===== src/hdl/efpf_pkg.sv =====
// Shared types and constants for the edge-flag polygon fill unit.
// Used by every module of the block; depends on nothing.
package efpf_pkg;

  // Operation codes of an input transaction
  typedef enum logic [1:0] {
    OP_EDGE  = 2'd0,
    OP_FILL  = 2'd1,
    OP_READ  = 2'd2,
    OP_CLEAR = 2'd3
  } op_t;

  // Configuration register indexes
  localparam logic [1:0] REG_ACTIVE_WIDTH  = 2'd0;
  localparam logic [1:0] REG_ACTIVE_HEIGHT = 2'd1;
  localparam logic [1:0] REG_FILL_COLOR    = 2'd2;

  // Register reset values
  localparam logic [6:0] WIDTH_RESET  = 7'd64;
  localparam logic [6:0] HEIGHT_RESET = 7'd64;
  localparam logic [7:0] COLOR_RESET  = 8'd1;

  // Coordinates widened by one bit so that differences of 16-bit values fit
  localparam int COORD_W = 17;
  typedef logic signed [COORD_W-1:0] coord_t;

  // Crossing arithmetic: |dx*(2k+1)+dy| < 2^33, denominator 2*dy < 2^18
  localparam int NUM_W      = 36;
  localparam int PROD_W     = 35;
  localparam int DIVIDEND_W = 33;
  localparam int DIVISOR_W  = 18;
  localparam int QUOT_W     = 18;
  localparam int DIV_CNT_W  = $clog2(DIVIDEND_W);

  // Command queue between front and back
  localparam int CMDQ_DEPTH = 2;
  localparam int CMDQ_AW    = $clog2(CMDQ_DEPTH);

  // Classified command handed from front to back
  typedef struct packed {
    op_t         op;
    logic [7:0]  color;
    logic        skip;    // nothing to touch in the store
    logic        status;  // horizontal edge
    coord_t      x1;      // edge: x of the upper end
    coord_t      dx;      // edge: x2 - x1
    coord_t      dy;      // edge: y2 - y1, positive
    coord_t      k0;      // edge: first row minus y1
    coord_t      lo_x;    // fill min x, read x
    coord_t      lo_y;    // fill min y, edge first row, read y
    coord_t      hi_x;    // fill max x (exclusive)
    coord_t      hi_y;    // fill max y, edge end row (exclusive)
    coord_t      w;       // clamped active width
  } cmd_t;

  // Back-end sequencer states
  typedef enum logic [3:0] {
    BK_INIT,
    BK_IDLE,
    BK_MUL,
    BK_NUM,
    BK_DIV0,
    BK_DIV1,
    BK_ROW_RD,
    BK_ROW_WR,
    BK_FILL_RD,
    BK_FILL_WR,
    BK_READ,
    BK_READ_WAIT,
    BK_CLEAR,
    BK_FINISH
  } bk_state_t;

endpackage


===== src/hdl/efpf_cmdq.sv =====
// Two-entry command queue between the front classifier and the back sequencer.
// Depends on efpf_pkg for the command type and depth.
module efpf_cmdq (
  input  logic             clk,
  input  logic             rst_n,
  input  logic             push,
  input  efpf_pkg::cmd_t   push_cmd,
  output logic             full,
  input  logic             pop,
  output efpf_pkg::cmd_t   pop_cmd,
  output logic             empty
);

  localparam int AW = efpf_pkg::CMDQ_AW;

  efpf_pkg::cmd_t entry_r [efpf_pkg::CMDQ_DEPTH];
  logic [AW-1:0]  wr_ptr_r;
  logic [AW-1:0]  rd_ptr_r;
  logic [AW:0]    count_r;
  logic           do_push;
  logic           do_pop;

  assign full    = count_r == (AW+1)'(efpf_pkg::CMDQ_DEPTH);
  assign empty   = count_r == '0;
  assign do_push = push && !full;
  assign do_pop  = pop && !empty;
  assign pop_cmd = entry_r[rd_ptr_r];

  // Pointers and occupancy
  always_ff @(posedge clk) begin
    if (!rst_n) begin
      wr_ptr_r <= '0;
      rd_ptr_r <= '0;
      count_r  <= '0;
    end else begin
      if (do_push) wr_ptr_r <= wr_ptr_r + 1'b1;
      if (do_pop)  rd_ptr_r <= rd_ptr_r + 1'b1;
      if (do_push && !do_pop)      count_r <= count_r + 1'b1;
      else if (!do_push && do_pop) count_r <= count_r - 1'b1;
    end
  end

  // Storage
  always_ff @(posedge clk) begin
    if (do_push) entry_r[wr_ptr_r] <= push_cmd;
  end

endmodule


===== config.mk =====
export PLATFORM = sky130hd
export DESIGN_NAME = efpf_cmdq
export DESIGN_NICKNAME = d
export VERILOG_FILES = /design/src/hdl/efpf_pkg.sv /design/src/hdl/efpf_cmdq.sv
export SDC_FILE = /design/constraint.sdc
export NUM_CORES = 1
export LEC_CHECK = 0
export BUFFER_PORTS_ARGS = -buffer_cell sky130_fd_sc_hd__buf_4
export CORE_ASPECT_RATIO = 0.9
export CORE_UTILIZATION = 35
export DETAILED_ROUTE_END_ITERATION = 8
export GPL_TIMING_DRIVEN = 0
export PLACE_DENSITY_LB_ADDON = 0.12
export SKIP_CTS_REPAIR_TIMING = 1
export SLEW_MARGIN = 20
export SYNTH_ARGS = -nofsm -noshare
export SYNTH_HDL_FRONTEND = slang
export SYNTH_SLANG_ARGS = --single-unit

===== constraint.sdc =====
create_clock -name clk -period 22.3 [get_ports clk]
set_input_delay 2.23 -clock clk [delete_from_list [all_inputs] [get_ports clk]]
set_output_delay 2.23 -clock clk [all_outputs]
set_load 0.01 [all_outputs]

; ---- Yosys cells after proc, flatten, opt, wreduce, memory -nomap -nowiden
; Memories as Yosys holds them, arrays and structs flattened. A register that Yosys moved wholly into a read port is not among the register bits.
; Cells that the tools add are included.
[classes]
addsub = 4
n_div = 0
n_eq_ne = 1
bitwise_logic = 0
n_mul = 0
order_cmp = 0
n_reduce_logical = 10
mux = 6
shifts = 0
[op_table]
columns = operator, n
row1 = logical AND 1 bit, 4
row2 = zero test 1 bit, 4
row3 = 2-to-1 mux 1 bit, 4
row4 = 2-to-1 mux 2 bit, 2
row5 = "adder 1 bit, second input constant", 2
row6 = "adder 2 x 1 -> 2 bit, second input constant", 1
row7 = "== test 2 bit, second input constant", 1
row8 = zero test 2 bit, 1
row9 = nonzero test 2 bit, 1
row10 = "subtractor 2 x 1 -> 2 bit, second input constant", 1
[totals]
inputBits = 169
elab_cells = 25
rom_bits = 0
latch_bits = 0
memories = 1
regBits = 4
out_inout_bits = 167
ramBits = 330
[memory_table]
columns = name, depth, word_bits, rd, rd_clocked_by_memory_dff, wr, line
row1 = entry_r, 2, 165, 1, 1, 1, efpf_cmdq.sv:16  ; efpf_pkg::cmd_t entry_r [efpf_pkg::CMDQ_DEPTH];

; ---- Depth between registers and ports, before layout
[logic_depth]
depth_word = 7
mapped_depth = 7
ltp_nobuf = 7

; ---- Worst setup path before layout
; OpenSTA, ideal clock, no wires.
[synth_timing]
path_kind = input to register
from = input push
to = memory entry_r[0][0] (netlist name), enable pin
cell_stages = 2
required_time_ns = 21.639
n_path_buf = 0
setup_ns = 0.661
arrival_time_ns = 8.646
setup_slack_ns = 12.992
cell_sequence = inv_1 -> nor3_2
[synth_between]
elab_chain_cells = 3
[synth_lines]
columns = item, line
row1 = "start, declared", efpf_cmdq.sv:6  ; input logic push,
row2 = logical AND 1 bit, efpf_cmdq.sv:25  ; assign do_push = push && !full;
row3 = 2-to-1 mux 1 bit, efpf_cmdq.sv:45  ; if (do_push) entry_r[wr_ptr_r] <= push_cmd;
row4 = 2-to-1 mux 1 bit (implied by the code), efpf_cmdq.sv:45
row5 = "end, declared", efpf_cmdq.sv:16
; No other way between the ends.

==> out/results.tsv <==
metric	value	unit
measured slew at the worst slew-check pin	0.802	ns
max-cap violation count	0	
most common cell in the netlist	edfxtp_1	
Net Sw Power	498	uW
Post-synth EDFFs	330	
critical-path cell list	buf_4 -> buf_6 -> mux2_2 -> buf_4	
Pwr per Cell Area	115	mW/mm2
synthesized area	0.0122	mm2
DRT Wirelength	25700	um
Worst Path Arrival	1.87	ns
Max Clock Skew	0.0133	ns
# rows	64	
P&R area growth vs syn	37.8	%
initial antenna violation count	0	
Static Leak	0.00623	uW
Core Region	0.0341	mm2
Reg clk slew, reported paths	0.06	ns
Skew-Pair Late Insertion Delay	0.52	ns
1st-pass router iterations	4	
die height	179	um
sequential fraction of the synthesis area	82.1	%
Avg WL per Cell	18.1	um
Via density	4.43	
Place WS	18.15	ns
final worst slack	18.20	ns
count of different cell masters after synthesis	21	
final instance count without filler cells	1416	
vias	6268	
Cell Count Post-Placement	1353	
synthesized flop and latch total	335	
startpoint class of the critical path	flip-flop	
switching part of the total	25.7	%
number of global-route vias before repair	6406	
Final GP Congestion	0.696	
period utilisation layout	18.4	%
status	complete, no violations	
Synth Net Count	708	
crit path capture type	output pin	
Slew Limit Headroom	46.3	%
dominant synthesized flop cell	edfxtp_1	
Top delay family on crit path	buffers and inverters	
Starting Density	35.7	%
hold slack	0.535	ns
Crit path required time	20.07	ns
Die W	199	um
DIE AREA	0.0356	mm2
total power draw	1940	uW
buffer and inverter count on the worst path	3	
CTS tree	done	
setup TNS	0	ns
DRT iter0 DRCs	196	
Combinational Power Share	27.8	%
GRT Total Usage	13.9	%
Gate Count Post-Synth	538	
Async SR Flop Fraction	0	%
Synth Warn #	0	
Post-synth top cells	edfxtp_1, mux2_2, buf_6, dfxtp_1, and2_1	
Seq pwr share	41.6	%
Diodes inserted	0	
io pins	336	
Clock Sinks	335	
Buffers on Ports	335	
largest net degree at the start of global routing	44	
drc violations	0	
crit-path max cell delay	0.35	ns
CTS H-Tree Depth	2	
CP Max Fanout	10	
gr ovfl total	0	
slowest CP cell	mux2_2	
fmax	244	MHz
fin nets	1101	
Slew Limit Fails	0	
RSZ-0062 raised after global routing	no	
top-area cell type share of the netlist area	81.3	%
post-synth top area cell	edfxtp_1	
ratio of cells with drive above 1 in the final layout	61.3	%
clock share of power	30.6	%
global-route wire length before repair	36800	um
number of CTS-inserted buffers	38	
clock buffer depth	3	
Synth area leaders	edfxtp_1, mux2_2, buf_6, dfxtp_1, and2_1	
critical path type	flip-flop to output pin	
min cycle time layout	4.10	ns
final-report setup violation count	0	
Internal	1440	uW
Root Driver	clkbuf_16	
most used cell, CP	buf_4	
syn_area_per_cell	22.7	um2
HPWL Detailed	18200	um
maximum vdd ir drop	0.0918	mV
Hold Vio Cnt, Final	0	
HP Class	flip-flop to flip-flop	
final antenna-violating net count	0	
-- area by class of cell --
cell class                      instances  area (um2)
Tap cell                              462         578
Inverter                                2        7.51
Multi-Input combinational cell        183        2000
Clock buffer                           46        1000
Sequential cell                       335       10000
Fill cell                            2937       17300
Clock inverter                         17         178
Timing Repair Buffer                  353        2840
Buffer                                 18         189
-- layout by cell type (no fill, tap or decap), drive strengths merged --
master | Yosys | layout
inv | 2 | 3
dfxtp | 5 | 5
ha | 1 | 1
nor2 | 2 | 2
xor2 | 1 | 1
and2 | 3 | 3
bufinv | 0 | 4
xnor2 | 2 | 2
mux2 | 165 | 165
and3 | 1 | 1
clkbuf | 0 | 46
clkinv | 0 | 12
edfxtp | 330 | 330
o21a | 1 | 1
nor3 | 1 | 1
o21ai | 2 | 2
buf | 18 | 371
a21boi | 2 | 2
nand2b | 1 | 1
or3 | 1 | 1
-- metal layers --
layer | GRT usage [%] | routed length (um)
met2 | 22.8 | 12600
met3 | 6.32 | 2760
met4 | 4.94 | 622
met5 | 0 | 0
met1 | 15.9 | 9740
-- cell families (layout without fill, tap and decap cells) --
group | Yosys count | after routing | share of synthesized area, %
flops | 335 | 335 | 82.1
mux | 165 | 165 | 15.2
buf+inv | 20 | 436 | 1.61
simple gates | 9 | 9 | 0.452
compound gates | 5 | 5 | 0.267
xor+xnor | 3 | 3 | 0.216
fa+ha+maj | 1 | 1 | 0.103
-- stage by stage --
step                cell area [um2]  utilization [%]
CTS                           16800             49.2
finish                        16800             49.2
global route                  16800             49.2
floorplan                     12200                -
global placement              15300             44.8
detailed placement            15600             45.8
-- power by group through the flow --
stage | combinational (uW) | sequential (uW) | clock, uW
finish | 538 | 806 | 593
detailed placement | 550 | 820 | 0
floorplan | 275 | 835 | 0
global route | 578 | 813 | 635
CTS | 553 | 807 | 614
global placement | 520 | 852 | 0
-- flip-flops by register name, indices dropped and copies added (netlist names), named ones only --
register / cells
count_r: 2
rd_ptr_r: 1
entry_r: 330
wr_ptr_r: 1
-- worst paths after layout --
| path | from | endpoint | slack (ns) | cells after the start |
|---|---|---|---|---|
| max | flip-flop | pop_cmd[77] | 18.20 | 4 |
| min | count_r[1] | count_r[1] | 0.54 | 2 |
| max reg2reg | count_r[0] | entry_r[0][55] | 19.92 | 7 |
| min reg2reg | count_r[1] | count_r[1] | 0.54 | 2 |
-- tightest hold or removal path, stage by stage (launching register included) --
cell and delay, ns:
dfxtp_1 0.34, o21ai_0 0.08, a21boi_1 0.06
No activity file was read; power rests on OpenSTA's default activity.
