### config.mk
export PLATFORM = sky130hd
export DESIGN_NAME = efpf_front
export DESIGN_NICKNAME = d
export VERILOG_FILES = /design/src/hdl/efpf_pkg.sv /design/src/hdl/efpf_front.sv
export SDC_FILE = /design/constraint.sdc
export NUM_CORES = 1
export LEC_CHECK = 0
export BUFFER_PORTS_ARGS = -buffer_cell sky130_fd_sc_hd__buf_4
export CAP_MARGIN = 20
export CORE_MARGIN = 2
export CORE_UTILIZATION = 30
export CTS_CLUSTER_SIZE = 30
export DETAILED_ROUTE_END_ITERATION = 10
export RECOVER_POWER = 50
export SETUP_SLACK_MARGIN = 0.05
export SKIP_LAST_GASP = 1
export SYNTH_ARGS = -nofsm -noshare
export SYNTH_HDL_FRONTEND = slang
export SYNTH_SLANG_ARGS = --single-unit
### constraint.sdc
create_clock -name clk -period 14.85 [get_ports clk]
set_clock_uncertainty 0.2 [all_clocks]
set_input_delay 1.485 -clock clk [delete_from_list [all_inputs] [get_ports clk]]
set_output_delay 1.485 -clock clk [all_outputs]
set_load 0.02 [all_outputs]
### src/hdl/efpf_pkg.sv
// Shared types and constants for the edge-flag polygon fill unit.
// Used by every module of the block; depends on nothing.
package efpf_pkg;

  // Operation codes of an input transaction
  typedef enum logic [1:0] {
    OP_EDGE  = 2'd0,
    OP_FILL  = 2'd1,
    OP_READ  = 2'd2,
    OP_CLEAR = 2'd3
  } op_t;

  // Configuration register indexes
  localparam logic [1:0] REG_ACTIVE_WIDTH  = 2'd0;
  localparam logic [1:0] REG_ACTIVE_HEIGHT = 2'd1;
  localparam logic [1:0] REG_FILL_COLOR    = 2'd2;

  // Register reset values
  localparam logic [6:0] WIDTH_RESET  = 7'd64;
  localparam logic [6:0] HEIGHT_RESET = 7'd64;
  localparam logic [7:0] COLOR_RESET  = 8'd1;

  // Coordinates widened by one bit so that differences of 16-bit values fit
  localparam int COORD_W = 17;
  typedef logic signed [COORD_W-1:0] coord_t;

  // Crossing arithmetic: |dx*(2k+1)+dy| < 2^33, denominator 2*dy < 2^18
  localparam int NUM_W      = 36;
  localparam int PROD_W     = 35;
  localparam int DIVIDEND_W = 33;
  localparam int DIVISOR_W  = 18;
  localparam int QUOT_W     = 18;
  localparam int DIV_CNT_W  = $clog2(DIVIDEND_W);

  // Command queue between front and back
  localparam int CMDQ_DEPTH = 2;
  localparam int CMDQ_AW    = $clog2(CMDQ_DEPTH);

  // Classified command handed from front to back
  typedef struct packed {
    op_t         op;
    logic [7:0]  color;
    logic        skip;    // nothing to touch in the store
    logic        status;  // horizontal edge
    coord_t      x1;      // edge: x of the upper end
    coord_t      dx;      // edge: x2 - x1
    coord_t      dy;      // edge: y2 - y1, positive
    coord_t      k0;      // edge: first row minus y1
    coord_t      lo_x;    // fill min x, read x
    coord_t      lo_y;    // fill min y, edge first row, read y
    coord_t      hi_x;    // fill max x (exclusive)
    coord_t      hi_y;    // fill max y, edge end row (exclusive)
    coord_t      w;       // clamped active width
  } cmd_t;

  // Back-end sequencer states
  typedef enum logic [3:0] {
    BK_INIT,
    BK_IDLE,
    BK_MUL,
    BK_NUM,
    BK_DIV0,
    BK_DIV1,
    BK_ROW_RD,
    BK_ROW_WR,
    BK_FILL_RD,
    BK_FILL_WR,
    BK_READ,
    BK_READ_WAIT,
    BK_CLEAR,
    BK_FINISH
  } bk_state_t;

endpackage

### src/hdl/efpf_front.sv
// Front end: configuration registers, input handshake and command classification.
// Depends on efpf_pkg for the command type, opcodes and register indexes.
module efpf_front #(
  parameter int MAX_WIDTH  = 64,
  parameter int MAX_HEIGHT = 64
) (
  input  logic               clk,
  input  logic               rst_n,
  input  logic               cfg_we,
  input  logic [1:0]         cfg_index,
  input  logic [7:0]         cfg_data,
  input  logic               in_push,
  output logic               in_full,
  input  logic [1:0]         in_operation,
  input  logic signed [15:0] in_x_a,
  input  logic signed [15:0] in_y_a,
  input  logic signed [15:0] in_x_b,
  input  logic signed [15:0] in_y_b,
  input  logic               hold,
  input  logic               q_full,
  output logic               q_push,
  output efpf_pkg::cmd_t     q_cmd
);

  localparam efpf_pkg::coord_t MaxW = efpf_pkg::COORD_W'(MAX_WIDTH);
  localparam efpf_pkg::coord_t MaxH = efpf_pkg::COORD_W'(MAX_HEIGHT);

  logic [6:0] width_r;
  logic [6:0] height_r;
  logic [7:0] color_r;

  efpf_pkg::coord_t w_raw, h_raw, w_s, h_s;
  efpf_pkg::coord_t xa, ya, xb, yb;
  efpf_pkg::coord_t x1, y1, x2, y2, top, bot;
  logic             swap;
  logic             hit;
  efpf_pkg::op_t    op;

  function automatic efpf_pkg::coord_t clamp_c(efpf_pkg::coord_t v, efpf_pkg::coord_t hi);
    efpf_pkg::coord_t r;
    if (v < 0)       r = '0;
    else if (v > hi) r = hi;
    else             r = v;
    return r;
  endfunction

  // Configuration writes
  always_ff @(posedge clk) begin
    if (!rst_n) begin
      width_r  <= efpf_pkg::WIDTH_RESET;
      height_r <= efpf_pkg::HEIGHT_RESET;
      color_r  <= efpf_pkg::COLOR_RESET;
    end else if (cfg_we) begin
      unique case (cfg_index)
        efpf_pkg::REG_ACTIVE_WIDTH:  width_r  <= cfg_data[6:0];
        efpf_pkg::REG_ACTIVE_HEIGHT: height_r <= cfg_data[6:0];
        efpf_pkg::REG_FILL_COLOR:    color_r  <= cfg_data;
        default: ;
      endcase
    end
  end

  // Active size clamped to 1..MAX
  always_comb begin
    w_raw = {10'd0, width_r};
    h_raw = {10'd0, height_r};
    if (width_r == 7'd0) w_s = efpf_pkg::COORD_W'(1);
    else if (w_raw > MaxW) w_s = MaxW;
    else w_s = w_raw;
    if (height_r == 7'd0) h_s = efpf_pkg::COORD_W'(1);
    else if (h_raw > MaxH) h_s = MaxH;
    else h_s = h_raw;
  end

  // Handshake
  assign in_full = q_full || hold;
  assign q_push  = in_push && !in_full;

  // Classification
  always_comb begin
    op   = efpf_pkg::op_t'(in_operation);
    xa   = {in_x_a[15], in_x_a};
    ya   = {in_y_a[15], in_y_a};
    xb   = {in_x_b[15], in_x_b};
    yb   = {in_y_b[15], in_y_b};
    swap = ya > yb;
    x1   = swap ? xb : xa;
    y1   = swap ? yb : ya;
    x2   = swap ? xa : xb;
    y2   = swap ? ya : yb;
    top  = (y1 < 0) ? '0 : y1;
    bot  = (y2 < h_s) ? y2 : h_s;
    hit  = (xa >= 0) && (ya >= 0) && (xa < w_s) && (ya < h_s);

    q_cmd        = '0;
    q_cmd.op     = op;
    q_cmd.color  = color_r;
    q_cmd.w      = w_s;
    unique case (op)
      efpf_pkg::OP_EDGE: begin
        q_cmd.status = (ya == yb);
        q_cmd.skip   = (ya == yb) || (top >= bot);
        q_cmd.x1     = x1;
        q_cmd.dx     = x2 - x1;
        q_cmd.dy     = y2 - y1;
        q_cmd.k0     = top - y1;
        q_cmd.lo_y   = top;
        q_cmd.hi_y   = bot;
      end
      efpf_pkg::OP_FILL: begin
        q_cmd.lo_x = clamp_c(xa, w_s);
        q_cmd.hi_x = clamp_c(xb, w_s);
        q_cmd.lo_y = clamp_c(ya, h_s);
        q_cmd.hi_y = clamp_c(yb, h_s);
        q_cmd.skip = (q_cmd.lo_x >= q_cmd.hi_x) || (q_cmd.lo_y >= q_cmd.hi_y);
      end
      efpf_pkg::OP_READ: begin
        q_cmd.lo_x = xa;
        q_cmd.lo_y = ya;
        q_cmd.skip = !hit;
      end
      efpf_pkg::OP_CLEAR: begin
        q_cmd.skip = 1'b0;
      end
      default: ;
    endcase
  end

endmodule

Yosys cells after proc, flatten, opt, wreduce, memory -nomap -nowiden. Cells that the tools add are included.

Register bits after elaboration: 22. Input bits: 82. Output and inout port bits: 167. Logic and storage cells: 76.

Add/subtract/negate cells: 3. Magnitude comparators: 20. Equal/unequal tests: 6. Muxes and demuxes: 28. Reductions and logical operators: 16.

Operator list (count): 17-bit 2-to-1 mux (19); 69-bit 2-to-1 mux (1); 17-bit one-hot mux with 2 select lines (2); 16-bit by 8-bit > comparator with 1-bit output (4); 16-bit by 1-bit less-than comparator with 1-bit output (second input constant) (4); 17-bit greater-or-equal comparator (3); 17-bit one-hot mux with 3 select lines (1); 17-bit subtractor (3); 16-bit by 1-bit greater-or-equal comparator with 1-bit output (second input constant) (2); 16-bit by 8-bit less-than comparator with 1-bit output (2); 7-bit 2-to-1 mux (4); 17-bit by 1-bit less-than comparator with 1-bit output (second input constant) (1); 17-bit less-than comparator (1); 16-bit equality test (1); 16-bit > comparator (1); 7-bit > comparator (second input constant) (2); 7-bit logical NOT (2); 2-bit equality test (second input constant) (3); 2-bit AND reduction (3); 2-bit by 1-bit equality test with 1-bit output (second input constant) (2); 1-bit logical AND (4); 2-bit logical NOT (2); 1-bit one-hot mux with 4 select lines (1); 1-bit logical OR (3); 1-bit logical NOT (2).

Logic depth before layout (Yosys ltp).
Depth in word-level cells: 10. Mapped depth: 40. Gate-level depth less buffers: 33.

Worst setup path before layout. Ideal clock, no wire load.

Path type: input to output. Start point: in in_y_b[15]. End point: out q_cmd[154] in the netlist's numbering. Data arrival time: 7.688 ns. Required time: 13.165 ns. Setup slack: 5.477 ns. Cell stages on the path: 39. Buffers on the path: 7. Cells stage by stage: inv_1 clkbuf_1 ha_1 inv_1 nor4_2 o21ai_2 o22ai_2 buf_6 buf_2 buf_2 buf_2 buf_2 nand2_1 o21ai_0 ha_1 a21boi_0 o21ai_0 nand2b_1 [... 3 more ...] nand4_1 ha_1 clkbuf_1 o21ai_0 ha_1 nor2b_1 o21a_1 o21a_1 o21a_1 o21ai_0 a21boi_0 o21a_1 o21a_1 o211ai_1 a21boi_0 o21a_1 o21ai_0 a32oi_1.

RTL lines: from (decl) (RTL line efpf_front.sv:18) `input logic signed [15:0] in_y_b,`; to (decl) (RTL line efpf_front.sv:22) `output efpf_pkg::cmd_t q_cmd`.

==> summary.txt <==
CTS
  • Root Driver: clkbuf_16
  • Num Clock Sinks: 22
  • Post-CTS Setup Inserts: 0
  • Worst-path clk slew: 0.06 ns
  • Num CTS Buffers: 3
  • Clock Tree Buf Depth: 2
  • H-tree levels: 1
  • TritonCTS clock tree: built
  • PostCTS Resize Cnt: 0
  • Hold Buf Count CTS: 0
  • Worst skew pair latency: 0.25 ns

Timing
  • Endpoints failing setup: 0
  • RSZ-0062 raised after global routing: false
  • Min Tclk post-route: 10.15 ns
  • Fin Setup TNS: 0 ns
  • Fin. max-slew vios: 63
  • Worst-margin pin slew: 3.19 ns
  • Fin. Hold Viols: 0
  • Crit share post-route: 68.4%
  • Max frequency: 98.5 MHz
  • Hold_ws: 0.285 ns
  • Relative slew slack: -112%

Final layout
  • Most common cell after layout, fill and taps aside: buf_4
  • Nets: 1,630
  • Share of layout cells above drive strength 1: 15.4%
  • # diodes: 0
  • Area growth from synthesis to layout: 21.8%
  • Final instance area: 9910 um2
  • Commonest non-fill, non-tap cells in the layout: 177 x buf_4, 166 x nor2_1, 137 x nand2_1

Global route
  • Largest net degree at the start of global routing: 70
  • GR Overflow Total: 0
  • Antenna violations before repair: 0
  • Vias in the first global route: 8,971
  • GRT Total Usage: 22.1%
  • First-pass GRT wire length: 50,700 um

Logic synthesis
  • EDFF count, synth: 0
  • Synth area leaders: ha_1 16%, nor2_1 7.7%, nand2_1 6.3%
  • Library cells used by synthesis: 79
  • Async SR Flop Fraction: 0%
  • Yosys top cell area share: 15.8%
  • Main synth FF type: dfxtp_1
  • Synthesized instance count: 1,247
  • Syn Area/Cell: 6.52 um2
  • Largest area contributor in the netlist: ha_1
  • Synth Cell Area: 8140 um2
  • #FFs+latches synth: 22
  • Share of the yosys chip area belonging to registers: 5.41%
  • Yosys warnings: 0

Critical path
  • Critical-path top delay cell: ha_1
  • Critical Path Max Stage Delay: 0.73 ns
  • Worst reg-to-reg path cell count: 4
  • Capture point of the critical path: q_cmd[154]
  • Critical Setup Path Class: in -> out
  • RR Startpoint: height_r[6]
  • FF-to-FF setup slack: 13.55 ns
  • Worst Path Arrival: 8.47 ns
  • Crit path from: in_y_b[15]
  • Critical Path Source Type: input pin
  • Crit-path max FO: 48
  • Reg-to-Reg End: height_r[6]
  • Most frequent CP cell: o21a_1
  • Critical path capture point type: primary output
  • Req. time, crit path: 13.16 ns

Detailed routing
  • DR WL/cell: 18.4 um
  • DR WL met2: 14,400 um
  • Vias per Instance: 5.41
  • Post-Route WL: 32,800 um
  • M1 wire length: 15,800 um
  • DRT iter0 DRCs: 641
  • Via count: 9,655
  • Met3 WL: 1960 um
  • Highest metal used: met4
  • Final ANT Viol Nets: 0
  • DRC violations left: 0
  • First-pass DRT Iterations: 5

Die
  • Die Height: 169 um
  • Chip Width: 169 um
  • Die area: 28,500 um2
  • Cell row count: 60
  • Top Ports: 249
  • Starting density of the core: 30.4%
  • Core Area: 26,800 um2

Status
  • Failing checks: capacitance limit, slew limit
  • Status: finished with violations

Power and ir drop
  • Internal power: 0.260 mW
  • Comb power frac: 77.0%
  • Sw Share: 52.1%
  • Leakage: 4.39 nW
  • Power per cell area: 54.9 nW/um2
  • Sequential power share: 11.6%
  • Clk pwr share: 11.5%
  • Switch Pwr: 0.283 mW
  • VDD IR max: 0.0702 mV

Placement
  • Placed cell area: 10,000 um2
  • PortBufs: 228
  • Final Wtd Congestion: 0.920
  • Dpl hpwl: 26,600 um

Run
  • Max cap viols: 1

Worst hold path
  • Hold crit path type: reg -> reg
[worst max-delay path: cells and delay by family]
kind,cells,cell delay (ns)
AOI/OAI and AO/OA,20,3.24
buffers and inverters,5,1.10
adders and majority gates,4,1.84
and+or+nand+nor,5,0.79
[power by group through the flow]
stage	combinational, mW	clock (mW)	sequential, mW
floorplan	0.286	0	0.0645
global placement	0.417	0	0.0641
detailed placement	0.418	0	0.0642
CTS	0.420	0.0635	0.0629
global route	0.461	0.0657	0.0631
finish	0.419	0.0623	0.0628
[final cells by class]
cell class / instances / area, um2
fillers: 2966 / 16900
multi-input cells: 1125 / 7190
repair buffers: 238 / 1560
flip-flops and latches: 22 / 440
well taps: 341 / 427
inverters: 55 / 206
clock buffers: 4 / 88.8
[how the worst min path moves through the flow]
stage                          start          to  slack [ns]  cells past startpoint
after detailed placement  color_r[0]  color_r[0]        0.27                      2
after floorplan           width_r[0]  width_r[0]        0.28                      2
after global placement    color_r[0]  color_r[0]        0.27                      2
after global routing      color_r[0]  color_r[0]        0.32                      2
final                     color_r[0]  color_r[0]        0.28                      2
after CTS                 color_r[0]  color_r[0]        0.29                      2
[Yosys cell counts, types with 10 or more instances]
cell / instances
dfxtp_1: 22
nor2b_1: 65
o22ai_1: 12
clkbuf_1: 49
a21o_1: 10
a21oi_1: 102
ha_1: 103
xnor2_1: 20
o21a_1: 27
a21boi_0: 12
nand4_1: 14
nor2_1: 166
inv_1: 52
buf_2: 14
buf_4: 26
a22oi_1: 12
nand2b_1: 20
or2_2: 19
mux2i_1: 45
or3_1: 13
o21ai_0: 70
and2_1: 16
and3_1: 13
nand3_1: 23
nor3_1: 29
nand2_1: 137
xor2_1: 14
[sequential cells by signal, indices dropped and copies added, names as in the netlist]
register and flops:
width_r 7, height_r 7, color_r 8
[kinds of logic after synthesis]
group	after synthesis	share of synthesized area [%]
xor+xnor	34	3.66
flops	22	5.41
fa+ha+maj	112	16.9
mux	47	5.84
buf+inv	150	8.66
compound gates	337	27.1
other cells	2	0.0923
simple gates	543	32.3
[routing by layer]
metal  track usage [%]  up-vias
li1                  -     4762
met1              31.9     4524
met2              35.6      329
met3              2.22       40
met4              4.76        0
met5                 0        -
[stage by stage]
step	total power [mW]	util (%)	setup slack, ns	std cells
4_1_cts	0.547	37.8	4.78	1785
3_5_place_dp	0.482	37.5	4.82	1781
2_1_floorplan	0.350	-	5.48	1297
3_3_place_gp	0.481	37.5	4.95	1781
6_report	0.544	37.0	4.70	1785
5_1_grt	0.590	37.0	4.07	1785
Note: power is estimated with default switching activity, not from simulation.
